**src/hdl/assert_macros.svh**
```systemverilog
// Assertion macros for the template token scanner RTL.
`ifndef ASSERT_MACROS_SVH
`define ASSERT_MACROS_SVH

// Expression holds at every clock edge out of reset.
`define ASSERT_ALWAYS(label, expr, msg) \
  label: assert property (@(posedge clk) disable iff (!rst_n) (expr)) else $error(msg);

// Antecedent at one edge implies consequent at the next.
`define ASSERT_NEXT(label, ante, cons, msg) \
  label: assert property (@(posedge clk) disable iff (!rst_n) (ante) |=> (cons)) \
    else $error(msg);

`endif

```
**src/hdl/tts_pkg.sv**
```systemverilog
// Types, constants and helpers for the template token scanner.
`timescale 1ns / 1ps
`default_nettype none

package tts_pkg;

  localparam int POS_W     = 16;
  localparam int FIELD_W   = 16;
  localparam int TYPE_W    = 3;
  localparam int FIFO_DEPTH = 4;
  localparam int PTR_W     = $clog2(FIFO_DEPTH);
  localparam int CNT_W     = $clog2(FIFO_DEPTH + 1);

  typedef logic [POS_W-1:0]   pos_t;
  typedef logic [FIELD_W-1:0] field_t;
  typedef logic [PTR_W-1:0]   ptr_t;
  typedef logic [CNT_W-1:0]   cnt_t;

  localparam pos_t POS_MAX = {POS_W{1'b1}};

  localparam logic [7:0] CH_SPACE = 8'h20;
  localparam logic [7:0] CH_TAB   = 8'h09;
  localparam logic [7:0] CH_NL    = 8'h0a;
  localparam logic [7:0] CH_HASH  = 8'h23;
  localparam logic [7:0] CH_AT    = 8'h40;

  localparam logic CMD_DATA = 1'b0;
  localparam logic CMD_END  = 1'b1;

  typedef enum logic [TYPE_W-1:0] {
    TK_COMMENT = 3'd0,
    TK_NEWLINE = 3'd1,
    TK_CODE    = 3'd2,
    TK_TEXT    = 3'd3,
    TK_ERROR   = 3'd4,
    TK_END     = 3'd5
  } tok_type_t;

  typedef struct packed {
    tok_type_t token_type;
    field_t    token_start;
    field_t    token_length;
    field_t    start_line;
    logic      last;
  } res_t;

  function automatic pos_t sat_inc(input pos_t v);
    sat_inc = (v == POS_MAX) ? v : v + pos_t'(1);
  endfunction

  function automatic pos_t span(input pos_t from, input pos_t to);
    span = (to > from) ? to - from : '0;
  endfunction

  function automatic res_t mk_res(input tok_type_t t, input pos_t start, input pos_t len,
                                  input pos_t line);
    mk_res.token_type   = t;
    mk_res.token_start  = field_t'(start);
    mk_res.token_length = field_t'(len);
    mk_res.start_line   = field_t'(line);
    mk_res.last         = 1'b0;
  endfunction

endpackage

`default_nettype wire

```
**src/hdl/tts_if.sv**
```systemverilog
// Valid/ready channel interfaces for the scanner's input bytes and tokens.
`timescale 1ns / 1ps
`default_nettype none

interface tts_in_if;
  logic       valid;
  logic       ready;
  logic       command;
  logic [7:0] data_byte;

  modport source (output valid, output command, output data_byte, input ready);
  modport sink   (input valid, input command, input data_byte, output ready);
endinterface

interface tts_out_if;
  logic                 valid;
  logic                 ready;
  tts_pkg::tok_type_t   token_type;
  tts_pkg::field_t      token_start;
  tts_pkg::field_t      token_length;
  tts_pkg::field_t      start_line;
  logic                 last;

  modport source (output valid, output token_type, output token_start,
                  output token_length, output start_line, output last, input ready);
  modport sink   (input valid, input token_type, input token_start,
                  input token_length, input start_line, input last, output ready);
endinterface

`default_nettype wire

```
**src/hdl/template_token_scanner.sv**
```systemverilog
// Template token scanner top level: byte classifier, scan state and token queue.
// One input byte is taken per clock; its tokens (zero, one or two) are decided in the
// accept cycle and written into a four-entry token queue, whose head entry drives the
// output. The input is ready while the queue holds at most two tokens, so with the output
// always ready a byte that yields at most one token passes every cycle; a byte that yields
// two (a delimiter that ends a token and is a newline itself, or end of input with a
// pending text or comment token) sends both through the single output port, and a long
// run of such bytes is paced by that port. Offsets and line numbers saturate at their
// maximum; end of input returns the scan state, offset and line counters to reset.
`timescale 1ns / 1ps
`default_nettype none
`include "assert_macros.svh"

module template_token_scanner (
  input  wire logic         clk,
  input  wire logic         rst_n,
  tts_in_if.sink            in_chan,
  tts_out_if.source         out_chan
);

  typedef enum logic [4:0] {
    MODE_IDLE      = 5'b00001,
    MODE_TEXT      = 5'b00010,
    MODE_COMMENT   = 5'b00100,
    MODE_CODE_LEAD = 5'b01000,
    MODE_CODE_BODY = 5'b10000
  } mode_t;

  mode_t           mode_r, mode_nxt, mode_mid;
  tts_pkg::pos_t   pos_r, pos_nxt;
  tts_pkg::pos_t   line_r, line_nxt;
  tts_pkg::pos_t   tstart_r, tstart_nxt;
  tts_pkg::pos_t   tend_r, tend_nxt;
  tts_pkg::pos_t   tline_r, tline_nxt;

  tts_pkg::res_t   fifo_r [tts_pkg::FIFO_DEPTH];
  tts_pkg::ptr_t   head_r, head_nxt;
  tts_pkg::ptr_t   tail_r, tail_nxt;
  tts_pkg::cnt_t   cnt_r, cnt_nxt;

  logic            in_acc, pop, consumed;
  logic            emit_a, emit_b;
  tts_pkg::res_t   res_a, res_b, res0, res1;
  logic [1:0]      n_res;
  logic [7:0]      c;
  logic            is_blank, is_nl, is_hash, is_at, is_text;
  logic            end_acc, q_over, at_reset_state;

  assign in_chan.ready = (cnt_r <= tts_pkg::cnt_t'(tts_pkg::FIFO_DEPTH - 2));
  assign in_acc        = in_chan.valid && in_chan.ready;
  assign pop           = out_chan.valid && out_chan.ready;

  assign c        = in_chan.data_byte;
  assign is_blank = (c == tts_pkg::CH_SPACE) || (c == tts_pkg::CH_TAB);
  assign is_nl    = (c == tts_pkg::CH_NL);
  assign is_hash  = (c == tts_pkg::CH_HASH);
  assign is_at    = (c == tts_pkg::CH_AT);
  assign is_text  = !is_blank && !is_nl && !is_hash;

  always_comb begin
    mode_nxt   = mode_r;
    mode_mid   = mode_r;
    pos_nxt    = pos_r;
    line_nxt   = line_r;
    tstart_nxt = tstart_r;
    tend_nxt   = tend_r;
    tline_nxt  = tline_r;
    emit_a     = 1'b0;
    emit_b     = 1'b0;
    consumed   = 1'b0;
    res_a      = '0;
    res_b      = '0;
    if (in_acc) begin
      if (in_chan.command == tts_pkg::CMD_END) begin
        if (mode_r == MODE_TEXT) begin
          emit_a = 1'b1;
          res_a  = tts_pkg::mk_res(tts_pkg::TK_TEXT, tstart_r,
                                   tts_pkg::span(tstart_r, pos_r), tline_r);
        end else if (mode_r == MODE_COMMENT) begin
          emit_a = 1'b1;
          res_a  = tts_pkg::mk_res(tts_pkg::TK_COMMENT, tstart_r,
                                   tts_pkg::span(tstart_r, pos_r), tline_r);
        end
        emit_b = 1'b1;
        if (mode_r == MODE_CODE_LEAD || mode_r == MODE_CODE_BODY) begin
          res_b = tts_pkg::mk_res(tts_pkg::TK_ERROR, pos_r, '0, line_r);
        end else begin
          res_b = tts_pkg::mk_res(tts_pkg::TK_END, pos_r, '0, line_r);
        end
        mode_nxt   = MODE_IDLE;
        pos_nxt    = '0;
        line_nxt   = tts_pkg::pos_t'(1);
        tstart_nxt = '0;
        tend_nxt   = '0;
        tline_nxt  = tts_pkg::pos_t'(1);
      end else begin
        case (mode_r)
          MODE_TEXT: begin
            if (!is_text) begin
              emit_a   = 1'b1;
              res_a    = tts_pkg::mk_res(tts_pkg::TK_TEXT, tstart_r,
                                         tts_pkg::span(tstart_r, pos_r), tline_r);
              mode_mid = MODE_IDLE;
            end
          end
          MODE_COMMENT: begin
            if (is_nl) begin
              emit_a   = 1'b1;
              res_a    = tts_pkg::mk_res(tts_pkg::TK_COMMENT, tstart_r,
                                         tts_pkg::span(tstart_r, pos_r), tline_r);
              mode_mid = MODE_IDLE;
            end
          end
          MODE_CODE_LEAD: begin
            if (is_at) begin
              emit_a   = 1'b1;
              res_a    = tts_pkg::mk_res(tts_pkg::TK_CODE, pos_r, '0, line_r);
              mode_mid = MODE_IDLE;
              consumed = 1'b1;
            end else if (!is_blank && !is_nl) begin
              tstart_nxt = pos_r;
              tend_nxt   = tts_pkg::sat_inc(pos_r);
              tline_nxt  = line_r;
              mode_mid   = MODE_CODE_BODY;
            end
          end
          MODE_CODE_BODY: begin
            if (is_at) begin
              emit_a   = 1'b1;
              res_a    = tts_pkg::mk_res(tts_pkg::TK_CODE, tstart_r,
                                         tts_pkg::span(tstart_r, tend_r), tline_r);
              mode_mid = MODE_IDLE;
              consumed = 1'b1;
            end else if (!is_blank && !is_nl) begin
              tend_nxt = tts_pkg::sat_inc(pos_r);
            end
          end
          default: mode_mid = MODE_IDLE;
        endcase
        mode_nxt = mode_mid;
        if (mode_mid == MODE_IDLE && !consumed) begin
          if (is_hash) begin
            mode_nxt   = MODE_COMMENT;
            tstart_nxt = tts_pkg::sat_inc(pos_r);
            tline_nxt  = line_r;
          end else if (is_nl) begin
            emit_b = 1'b1;
            res_b  = tts_pkg::mk_res(tts_pkg::TK_NEWLINE, pos_r, '0, line_r);
          end else if (is_at) begin
            mode_nxt = MODE_CODE_LEAD;
          end else if (!is_blank) begin
            mode_nxt   = MODE_TEXT;
            tstart_nxt = pos_r;
            tline_nxt  = line_r;
          end
        end
        if (is_nl) begin
          line_nxt = tts_pkg::sat_inc(line_r);
        end
        pos_nxt = tts_pkg::sat_inc(pos_r);
      end
    end
  end

  // pack the item's tokens in order and mark the final one
  always_comb begin
    res0  = res_a;
    res1  = res_b;
    n_res = 2'd0;
    if (emit_a && emit_b) begin
      res1.last = 1'b1;
      n_res     = 2'd2;
    end else if (emit_a) begin
      res0.last = 1'b1;
      n_res     = 2'd1;
    end else if (emit_b) begin
      res0      = res_b;
      res0.last = 1'b1;
      n_res     = 2'd1;
    end
  end

  assign head_nxt = head_r + tts_pkg::ptr_t'(pop);
  assign tail_nxt = tail_r + tts_pkg::ptr_t'(n_res);
  assign cnt_nxt  = cnt_r + tts_pkg::cnt_t'(n_res) - tts_pkg::cnt_t'(pop);

  always_ff @(posedge clk) begin
    if (!rst_n) begin
      mode_r   <= MODE_IDLE;
      pos_r    <= '0;
      line_r   <= tts_pkg::pos_t'(1);
      tstart_r <= '0;
      tend_r   <= '0;
      tline_r  <= tts_pkg::pos_t'(1);
      head_r   <= '0;
      tail_r   <= '0;
      cnt_r    <= '0;
    end else begin
      mode_r   <= mode_nxt;
      pos_r    <= pos_nxt;
      line_r   <= line_nxt;
      tstart_r <= tstart_nxt;
      tend_r   <= tend_nxt;
      tline_r  <= tline_nxt;
      head_r   <= head_nxt;
      tail_r   <= tail_nxt;
      cnt_r    <= cnt_nxt;
    end
  end

  always_ff @(posedge clk) begin
    if (n_res != 2'd0) begin
      fifo_r[tail_r] <= res0;
    end
    if (n_res == 2'd2) begin
      fifo_r[tail_r + tts_pkg::ptr_t'(1)] <= res1;
    end
  end

  assign out_chan.valid        = (cnt_r != '0);
  assign out_chan.token_type   = fifo_r[head_r].token_type;
  assign out_chan.token_start  = fifo_r[head_r].token_start;
  assign out_chan.token_length = fifo_r[head_r].token_length;
  assign out_chan.start_line   = fifo_r[head_r].start_line;
  assign out_chan.last         = fifo_r[head_r].last;

  assign end_acc        = in_acc && (in_chan.command == tts_pkg::CMD_END);
  assign q_over         = (cnt_r > tts_pkg::cnt_t'(tts_pkg::FIFO_DEPTH));
  assign at_reset_state = (mode_r == MODE_IDLE) && (pos_r == '0) &&
                          (line_r == tts_pkg::pos_t'(1));

  `ASSERT_ALWAYS(a_queue_bound, !q_over, "token queue overflow")
  `ASSERT_NEXT(a_end_clears, end_acc, at_reset_state, "end of input did not clear state")
  `ASSERT_NEXT(a_end_emits, end_acc, cnt_r != '0, "end of input produced no token")
  `ASSERT_NEXT(a_pos_mono, !end_acc, pos_r >= $past(pos_r), "byte position went backward")

endmodule

`default_nettype wire

```
**src/flat_wrapper.sv**
```systemverilog
// flat-port wrapper written by rule: the top's interface ports become plain ports
module template_token_scanner_flat 
  (clk, rst_n, in_chan_valid, in_chan_command, in_chan_data_byte, in_chan_ready, out_chan_valid, out_chan_token_type, out_chan_token_start, out_chan_token_length, out_chan_start_line, out_chan_last, out_chan_ready);
  tts_in_if in_chan_i ();
  tts_out_if out_chan_i ();
  input  wire logic clk;
  input  wire logic rst_n;
  input wire logic [$bits(in_chan_i.valid)-1:0] in_chan_valid;
  input wire logic [$bits(in_chan_i.command)-1:0] in_chan_command;
  input wire logic [$bits(in_chan_i.data_byte)-1:0] in_chan_data_byte;
  output wire logic [$bits(in_chan_i.ready)-1:0] in_chan_ready;
  output wire logic [$bits(out_chan_i.valid)-1:0] out_chan_valid;
  output wire logic [$bits(out_chan_i.token_type)-1:0] out_chan_token_type;
  output wire logic [$bits(out_chan_i.token_start)-1:0] out_chan_token_start;
  output wire logic [$bits(out_chan_i.token_length)-1:0] out_chan_token_length;
  output wire logic [$bits(out_chan_i.start_line)-1:0] out_chan_start_line;
  output wire logic [$bits(out_chan_i.last)-1:0] out_chan_last;
  input wire logic [$bits(out_chan_i.ready)-1:0] out_chan_ready;
  assign in_chan_i.valid = in_chan_valid;
  assign in_chan_i.command = in_chan_command;
  assign in_chan_i.data_byte = in_chan_data_byte;
  assign in_chan_ready = in_chan_i.ready;
  assign out_chan_valid = out_chan_i.valid;
  assign out_chan_token_type = out_chan_i.token_type;
  assign out_chan_token_start = out_chan_i.token_start;
  assign out_chan_token_length = out_chan_i.token_length;
  assign out_chan_start_line = out_chan_i.start_line;
  assign out_chan_last = out_chan_i.last;
  assign out_chan_i.ready = out_chan_ready;
  template_token_scanner u_core (.clk(clk), .rst_n(rst_n), .in_chan(in_chan_i), .out_chan(out_chan_i));
endmodule
```
**config.mk**
```make
export PLATFORM = sky130hd
export DESIGN_NAME = template_token_scanner_flat
export DESIGN_NICKNAME = d
export VERILOG_FILES = /design/src/hdl/tts_pkg.sv /design/src/hdl/tts_if.sv /design/src/hdl/template_token_scanner.sv /design/src/flat_wrapper.sv
export VERILOG_INCLUDE_DIRS = /design/src /design/src/hdl
export SDC_FILE = /design/constraint.sdc
export NUM_CORES = 1
export LEC_CHECK = 0
export BUFFER_PORTS_ARGS = -buffer_cell sky130_fd_sc_hd__buf_2
export CORE_ASPECT_RATIO = 1.25
export CORE_MARGIN = 2
export CORE_UTILIZATION = 50
export CTS_CLUSTER_DIAMETER = 120
export DETAILED_ROUTE_END_ITERATION = 16
export GPL_ROUTABILITY_DRIVEN = 0
export PLACE_DENSITY = 0.76
export SYNTH_ARGS = -nofsm -noshare
export SYNTH_HDL_FRONTEND = slang
export SYNTH_SLANG_ARGS = --single-unit
```
**constraint.sdc**
```tcl
create_clock -name clk -period 6.5 [get_ports clk]
set_input_delay 1.625 -clock clk [delete_from_list [all_inputs] [get_ports clk]]
set_output_delay 1.625 -clock clk [all_outputs]
set_load 0.005 [all_outputs]
```
== Word-level counts from Yosys, hierarchy flattened ==
Memories as Yosys holds them, arrays and structs flattened. A register that Yosys moved wholly into a read port is not among the register bits.
Index checks and enable logic that the tools add are counted.

* Multipliers: 0
* Reduce and logical (&&, ||, !) cells: 20
* Div/mod/pow operators: 0
* Equal/unequal tests: 15
* $lt $le $gt $ge: 3
* Add/subtract/negate cells: 9
* Bitwise operators: 0
* Shifts and indexed selects: 0
* Multiplexer cells: 86

{| class="wikitable"
|+ Operators by type and width
! kind !! number
|-
| two-way mux 52 bit || 9
|-
| two-way mux 16 bit || 29
|-
| case mux 52 bit (4 select lines) || 1
|-
| two-way mux 51 bit || 4
|-
| two-way mux 50 bit || 2
|-
| two-way mux 49 bit || 2
|-
| two-way mux 5 bit || 13
|-
| adder 16 x 1 -> 16 bit, second input constant || 2
|-
| equality test 16 bit, second input constant || 2
|-
| greater-than comparator 16 bit || 2
|-
| subtractor 16 bit || 2
|-
| two-way mux 1 bit || 22
|-
| case mux 5 bit (4 select lines) || 1
|-
| equality test 8 x 4 -> 1 bit, second input constant || 2
|-
| equality test 8 x 6 -> 1 bit, second input constant || 2
|-
| equality test 8 x 7 -> 1 bit, second input constant || 1
|-
| nonzero test 2 bit || 4
|-
| logical AND 1 bit || 6
|-
| equality test 5 x 1 -> 1 bit, second input constant || 1
|-
| equality test 5 x 2 -> 1 bit, second input constant || 1
|-
| equality test 5 x 3 -> 1 bit, second input constant || 1
|-
| equality test 5 x 4 -> 1 bit, second input constant || 1
|-
| equality test 5 bit, second input constant || 1
|-
| zero test 1 bit || 4
|-
| 15 further kinds || 18
|}

* Latch bits: 0
* Output and inout port bits: 54
* Bits in registers: 92
* Bits in read-only memories: 0
* Memory bits (writable): 208
* Memories: 1
* Word-level logic and storage cells: 143

{| class="wikitable"
|+ Memory list
! memory !! words !! bits a word !! rd ports !! clocked after Yosys merged registers in !! wr ports !! RTL line !! source
|-
| u_core.fifo_r || 4 || 52 || 1 || 1 || 2 || template_token_scanner.sv:36 || <nowiki>tts_pkg::res_t fifo_r [tts_pkg::FIFO_DEPTH];</nowiki>
|}

== Longest topological paths before layout ==
* Depth after elaboration: 20
* Gate-level depth with buffers: 14

== Worst setup path before layout ==
No wires, ideal clock.

* Kind: input-to-reg
* Start point: input port in_chan_data_byte[2]
* End point: memory u_core.fifo_r[0][0] in the netlist's numbering, enable pin
* Data required time: 6.110 ns
* Slack: 1.368 ns
* Path buffers: 4
* Arrival time: 4.743 ns
* Stages: 11
* Path through: nor4_1 > nand3_1 > o31ai_4 > clkbuf_1 > ha_1 > clkbuf_1 > nand3_1 > and2_1 > clkbuf_1 > clkbuf_1 > inv_1

{| class="wikitable"
|+ RTL lines
! element !! RTL line !! source
|-
| start, declared || flat_wrapper.sv:10 || <nowiki>input wire logic [$bits(in_chan_i.data_byte)-1:0] in_chan_data_byte;</nowiki>
|-
| end, declared || template_token_scanner.sv:36 ||
|}

==> flow_metrics.py <==
metrics = {
    "sta": {
        "fin_tns_setup_ps": 0,
        "setup_viol": 0,
        "rsz0062_at_grt": "false",
        "post-route-period-util_pct": 77.7,
        "finalMaxSlewViolations": 0,
        "max_freq_mhz": 198,
        "finClkSkew_ps": 21.3,
        "whs_ps": 451,
        "min_period_ps": 5050,
        "max-slew-margin-rel_pct": 16.3,
        "tightest_slew_ps": 1250,
        "finalHoldViolCount": 0,
        "fin_ws_ps": 1450,
    },
    "synth": {
        "syn_nets": 1735,
        "synth_flop_cell": "dfxtp_1",
        "yosysUniqueCellTypes": 80,
        "avgSynthCellArea_um2": 9.81,
        "yosysWarnings": 0,
        "synth_edf_count": 140,
        "ys_seq_area_share_pct": 45.0,
        "synthCells": 1678,
        "synth-seq-cells": 300,
        "synth-async-reset-ratio_pct": 0,
        "synth_top_area_share_pct": 25.5,
        "synth_area_leader_cell": "edfxtp_1",
        "ys_top_cells_by_area": "edfxtp_1 26%, dfxtp_1 19%, mux4_2 7.1%",
        "syn-cell-area_um2": 16500,
    },
    "cells_and_area": {
        "drive_above_1_share_pct": 13.8,
        "layout_common_cells": "167 x nand2_1, 158 x dfxtp_1, 140 x edfxtp_1",
        "seqCellArea_um2": 7410,
        "final_common_cell": "nand2_1",
        "fin_cells": 2120,
        "multiInputGateArea_um2": 8380,
        "nFillCells": 2809,
        "final_nets": 1737,
        "area_delta_synth_final_pct": 9.63,
        "insertedDiodeCount": 0,
    },
    "global_routing": {
        "overflow": 0,
        "grt_max_degree": 54,
        "grt_pass1_wl_um": 78800,
        "grt_antenna_before_repair": 0,
        "grt_use_total_pct": 28.9,
        "grt_pass1_vias": 13718,
    },
    "clock_tree": {
        "post_cts_resized": 0,
        "postCtsSetupRepairBufs": 0,
        "clk_pin_slew_ps": 70,
        "cts-root-buf": "clkbuf_16",
        "clockBufferDepth": 3,
        "htreeDepth": 1,
        "hold_buffers": 0,
        "worstSkewPairLatency_ps": 560,
        "numClockSinks": 300,
        "cts_tree": "done",
        "numCtsBuffers": 28,
    },
    "placed_design": {
        "numPortBuffers": 66,
        "dp_cells": 2068,
        "dp_slack_ps": 995,
        "hpwlAfterDp_um": 34400,
    },
    "route": {
        "dr_total_vias": 14573,
        "route.detailed.drc": 0,
        "dr_wl_met2_um": 24100,
        "ant_nets": 0,
        "drt_iter0_drc": 2105,
        "vias_per_cell": 6.87,
        "top_layer": "met4",
        "wl_met1_um": 18300,
        "route.met3.wl_um": 5060,
        "wire_per_inst_um": 24.1,
        "totalWireLength_um": 51100,
        "firstDrtPassIters": 6,
    },
    "floorplan": {
        "ios": 67,
        "coreArea_um2": 32600,
        "initial_utilization_pct": 50.5,
        "dieArea_um2": 34400,
        "die_w_um": 166,
        "rows": 74,
        "die_h_um": 207,
    },
    "min_path": {
        "min_path_type": "reg2reg",
    },
    "pwr": {
        "peakVddDrop_mv": 0.241,
        "power_density_nw_per_um2": 294,
        "p_leak_uw": 0.00612,
    },
    "critical_path": {
        "arrival_ps": 5230,
        "end_kind": "flip-flop",
        "cp.required_ps": 6680,
        "path_class": "in2reg",
        "startpoint_type": "primary input",
        "crit_path_max_fanout": 35,
    },
    "run_status": {
        "status": "finished, final reports clean",
    },
    "flow_run": {
        "drv_cap": 0,
    },
}
-- per-layer routing --
| layer | GRT usage, % | up-vias |
|---|---|---|
| met4 | 17.7 | 0 |
| li1 | - | 6428 |
| met3 | 4.06 | 229 |
| met2 | 49.0 | 990 |
| met1 | 35.4 | 6926 |
| met5 | 0 | - |
-- critical path, stage by stage --
cell	delay, ps
buf_2	140
or4b_2	710
nor2_1	390
nand2_1	130
a31o_2	300
inv_2	70
ha_1	380
nor2_1	140
a21oi_1	210
nand2b_1	460
inv_1	170
buf_4	490
-- area by class of cell --
| type | instances | share of cell area [%] |
|---|---|---|
| Clock buffer | 36 | 4.40 |
| Clock inverter | 16 | 1.07 |
| Inverter | 49 | 1.02 |
| Multi-Input combinational cell | 1205 | 46.4 |
| Sequential cell | 300 | 41.1 |
| Tap cell | 418 | 2.90 |
| Timing Repair Buffer | 96 | 3.08 |
-- sequential cells by signal, indices dropped and copies added, names as in the netlist --
| signal | flops |
|---|---|
| u_core.tail_r | 2 |
| u_core.cnt_r | 3 |
| u_core.mode_r | 5 |
| u_core.pos_r | 16 |
| u_core.head_r | 2 |
| u_core.tstart_r | 16 |
| u_core.fifo_r | 208 |
| u_core.tline_r | 16 |
| u_core.tend_r | 16 |
| u_core.line_r | 16 |
-- per-stage QoR --
step,total power (uW),instance area (um^2),utilization [%]
CTS,5280,18000,55.4
global placement,3540,17100,52.3
detailed placement,3560,17100,52.3
global route,5490,18000,55.4
finish,5300,18000,55.4
floorplan,3110,16500,-
-- where the power goes --
group / leakage, uW / total [uW] / internal, uW / switching, uW
Combinational: 0.00306 / 1250 / 510 / 738
Clock: 0.000489 / 1760 / 1030 / 733
Sequential: 0.00257 / 2300 / 2130 / 165
Total: 0.00612 / 5300 / 3670 / 1640
-- worst paths after layout --
path,endpoint,slack (ps),startpoint,depth (start not counted)
worst max-delay path,u_core.fifo_r[1][45],1450,in_chan_data_byte[1],12
worst max register to register,u_core.fifo_r[1][45],2450,u_core.mode_r[3],11
worst min register to register,u_core.fifo_r[1][29],450,u_core.fifo_r[1][29],2
worst min-delay path,u_core.fifo_r[1][29],450,u_core.fifo_r[1][29],2
-- logic make-up (layout without fill, tap and decap cells) --
group	after synthesis	count (layout)	share of synthesized area, %
compound gates	527	527	21.7
flops	300	300	45.0
mux	60	60	7.62
buf+inv	173	197	4.19
xor+xnor	51	51	2.71
simple gates	523	523	15.3
fa+ha+maj	44	44	3.48
-- synth_stat cells (all sizes together), types with 39 or more instances --
cell      n
nor3     40
nor2    124
dfxtp   160
o22ai   141
nand2   168
inv      49
clkbuf  100
mux4     52
a22oi    39
a21oi    82
nand3    42
o21ai    85
edfxtp  140
a22o     44
ha       41
Power figures use the tool's default switching activity.
